$ cat src/rtl/mcr_pkg.sv
// Package for the Moravec corner response block.
// Types and constants shared by the cells and the top level. No dependencies.
`timescale 1ns / 1ps
package mcr_pkg;
  localparam int PIX_W   = 8;
  localparam int SUM_W   = 20;
  localparam int CFG_W   = 12;
  localparam int THR_W   = 20;
  localparam int POS_W   = 11;
  localparam int MIN_DIM = 5;
  localparam int ROW_W   = 18;

  localparam logic [1:0] REG_WIDTH     = 2'd0;
  localparam logic [1:0] REG_HEIGHT    = 2'd1;
  localparam logic [1:0] REG_THRESHOLD = 2'd2;

  localparam logic [CFG_W-1:0] RST_WIDTH     = 12'd640;
  localparam logic [CFG_W-1:0] RST_HEIGHT    = 12'd480;
  localparam logic [THR_W-1:0] RST_THRESHOLD = 20'd15000;

  typedef logic [PIX_W-1:0] pix_t;

  typedef struct packed {
    logic             emit;
    logic             last;
    logic [POS_W-1:0] row;
    logic [POS_W-1:0] col;
  } tag_t;

  // three squares of up to 255^2 need 18 bits
  function automatic logic [ROW_W-1:0] sqdiff3(input pix_t a0, input pix_t b0,
                                               input pix_t a1, input pix_t b1,
                                               input pix_t a2, input pix_t b2);
    logic [8:0] d0, d1, d2;
    d0 = (a0 > b0) ? {1'b0, a0 - b0} : {1'b0, b0 - a0};
    d1 = (a1 > b1) ? {1'b0, a1 - b1} : {1'b0, b1 - a1};
    d2 = (a2 > b2) ? {1'b0, a2 - b2} : {1'b0, b2 - a2};
    sqdiff3 = ROW_W'(d0[7:0] * d0[7:0]) + ROW_W'(d1[7:0] * d1[7:0])
            + ROW_W'(d2[7:0] * d2[7:0]);
  endfunction
endpackage

$ cat src/rtl/mcr_col_cell.sv
// One column cell of the 5x5 window: holds five pixels and passes them left.
// Depends on mcr_pkg.
`timescale 1ns / 1ps
module mcr_col_cell import mcr_pkg::*; (
  input  logic clk,
  input  logic shift,
  input  pix_t in_col  [5],
  output pix_t out_col [5]
);
  pix_t col [5];
  always_ff @(posedge clk) begin
    if (shift) begin
      col <= in_col;
    end
  end
  assign out_col = col;
endmodule

$ cat config.mk
export PLATFORM = sky130hd
export DESIGN_NAME = mcr_col_cell
export DESIGN_NICKNAME = d
export VERILOG_FILES = /design/src/rtl/mcr_pkg.sv /design/src/rtl/mcr_col_cell.sv
export SDC_FILE = /design/constraint.sdc
export NUM_CORES = 1
export LEC_CHECK = 0
export ABC_AREA = 1
export BUFFER_PORTS_ARGS = -buffer_cell sky130_fd_sc_hd__buf_2
export CAP_MARGIN = 10
export CORE_MARGIN = 3
export CORE_UTILIZATION = 43
export DETAILED_ROUTE_END_ITERATION = 12
export GPL_TIMING_DRIVEN = 0
export PLACE_DENSITY = 0.93
export SYNTH_ARGS = -nofsm -noshare
export SYNTH_HDL_FRONTEND = slang
export SYNTH_SLANG_ARGS = --single-unit
$ cat constraint.sdc
create_clock -name clk -period 0.8 [get_ports clk]
set_input_delay 0.08 -clock clk [delete_from_list [all_inputs] [get_ports clk]]
set_output_delay 0.08 -clock clk [all_outputs]
set_load 0.05 [all_outputs]
==> flow_metrics.tcl <==
set metrics [dict create \
    syn_inst 40 \
    layout_min_cycle_time_ns 1.03 \
    viasPerCell 4.57 \
    cts_setup_buffers 0 \
    synth_edf_count 40 \
    cp_slowest_stage_delay_ns 0.43 \
    grtUsageMet2_pct 39.3 \
    design_area_sq_mm 0.00234 \
    multi_input_area_sq_um 0 \
    netlist-cell-type-count 1 \
    min_to "out_col[32]" \
    required_ns 0.72 \
    drive_gt1_share_pct 51.8 \
    dieArea_sq_mm 0.00346 \
    worstPathArrival_ns 0.95 \
    port_buffers 81 \
    max_freq_ghz 0.968 \
    netlist_area_sq_mm 0.00120 \
    crit_family "flip-flops" \
    ys.flop_type "edfxtp_1" \
    crit_buf_inv 1 \
    cts_tree "yes" \
    worst_setup_path_start_kind "flop" \
    dr.pass1.iters 6 \
    start_util_pct 46.8 \
    syn_nets 82 \
    root_buffer "clkbuf_4" \
    grt_use_total_pct 21.8 \
    die_h_um 58.9 \
    ys_ff_latch 40 \
    maxSlewViolCount 0 \
    gp_congestion 0.650 \
    synth_area_leaders "edfxtp_1 100%" \
    drt_iter0_markers 36 \
    max-cap-violations 0 \
    power_mw 4.72 \
    fin_ws_ns -0.233 \
    ir_worst_vdd_v 0.00193 \
    grt_pass1_wl_mm 5.12 \
    dp_slack_ns -0.327 \
    crit_chain "buf_6" \
    hp-class "in -> reg" \
    yosys.area.top_type "edfxtp_1" \
    antenna_found_initial 0 \
    grt_max_degree 41 \
    synthArstFlopShare_pct 0 \
    cp_max_fo 1 \
    rows 18 \
    htreeDepth 2 \
    coreArea_sq_mm 0.00257 \
    ys_seq_area_share_pct 100 \
    final_cells 198 \
    grt_overflow 0 \
    min_path_cells 1 \
    drtAntennaViolNets 0 \
    fin_hold_ws_ns 0.396 \
    setup_violations 40 \
    synth.top_cells.by_count "40 x edfxtp_1" \
    hp-start "shift" \
    finalWirelength_mm 3.39 \
    avgSynthCellArea_sq_um 30.0 \
    violations "negative setup slack" \
    grt_busiest_layer "met2" \
    cts_buffers 5 \
    power.density_mw_per_mm2 2020 \
    n_antenna_cell 0 \
    period_share_pct 129 \
    syn_to_final_growth_pct 94.9 \
    grt_pass1_vias 1051 \
    synth_most_common_cell "edfxtp_1" \
    cts.sinks 40 \
    dp.cells 151 \
    gr-usage-met3_pct 10.3 \
    nMultiInputCombCells 0 \
    worst_setup_path_end_kind "output pin" \
    largest_reg_flops 40 \
    ios 82 \
    wl_per_cell_um 17.1 \
    clk_path_buf_depth 2 \
    final_hold_viol_count 0 \
    grtUsageMet1_pct 19.1 \
    clkTransAtPathRegs_ns 0.11 \
    worst_pin_slew_ns 0.854 \
    p_leak_nw 0.990 \
    die_w_um 58.9 \
    outcome "complete, but fails checks" \
    synth_top_area_share_pct 100 \
    cp_slowest_cell "edfxtp_1" \
    crit_type "reg -> out" \
    nNetsFinal 210 \
    rsz0062_at_grt "yes" \
    drcViolationCount 0 \
    relSlewSlack_pct 43.1 \
    yosysWarnings 0 \
    vias 904 \
    dpl_cell_area_sq_mm 0.00164 \
]
[what timing repair did]
action,CTS,global route
pin swaps,0,0
hold buffers,40,0
cloned,0,0
endpoints found under the setup margin,40,40
hold endpoints to repair,40,0
resized for setup,80,0
[cell usage in the layout (no fill, tap or decap)]
cell           Yosys  layout
buf_2              0      41
clkbuf_4           0       5
clkinv_2           0       1
buf_6              0      40
dlygate4sd3_1      0      40
edfxtp_1          40      40
clkbuf_1           0       1
[where the power goes]
| part | switching [mW] | leakage [nW] | total [mW] | internal, mW |
|---|---|---|---|---|
| Clock | 0.598 | 0.0281 | 0.922 | 0.324 |
| Combinational | 0.734 | 0.570 | 1.22 | 0.491 |
| Sequential | 0.0801 | 0.391 | 2.57 | 2.49 |
[stage by stage]
stage               setup TNS (ns)  utilization [%]
global route                 -9.52             91.2
floorplan                        0                -
CTS                          -7.90             91.2
detailed placement          -13.01             64.0
global placement            -11.74             64.0
finish                       -7.72             91.2
[cell families after synthesis]
family	Yosys count	synth area share (%)
DFF	40	100
[worst max path at each step]
| stage | depth (start not counted) | endpoint | from |
|---|---|---|---|
| floorplan | 0 | out_col[0] | out_col[0] |
| global placement | 1 | out_col[15] | shift |
| detailed placement | 1 | out_col[8] | shift |
| CTS | 1 | out_col[2] | out_col[2] |
| global route | 1 | out_col[27] | out_col[27] |
| finish | 1 | out_col[2] | out_col[2] |
[area by class of cell]
| cell class | instances | area, sq um |
|---|---|---|
| Clock buffer | 6 | 41.3 |
| Clock inverter | 1 | 5.00 |
| Fill cell | 96 | 226 |
| Sequential cell | 40 | 1200 |
| Tap cell | 30 | 37.5 |
| Timing Repair Buffer | 121 | 1060 |
[routing by layer]
metal  routed length, um  part of all wire [%]
met4                  89                   2.6
met1                1090                    32
met3                 390                    11
met2                1820                    54
met5                   0                     0
(Power assumes the default switching activity.)
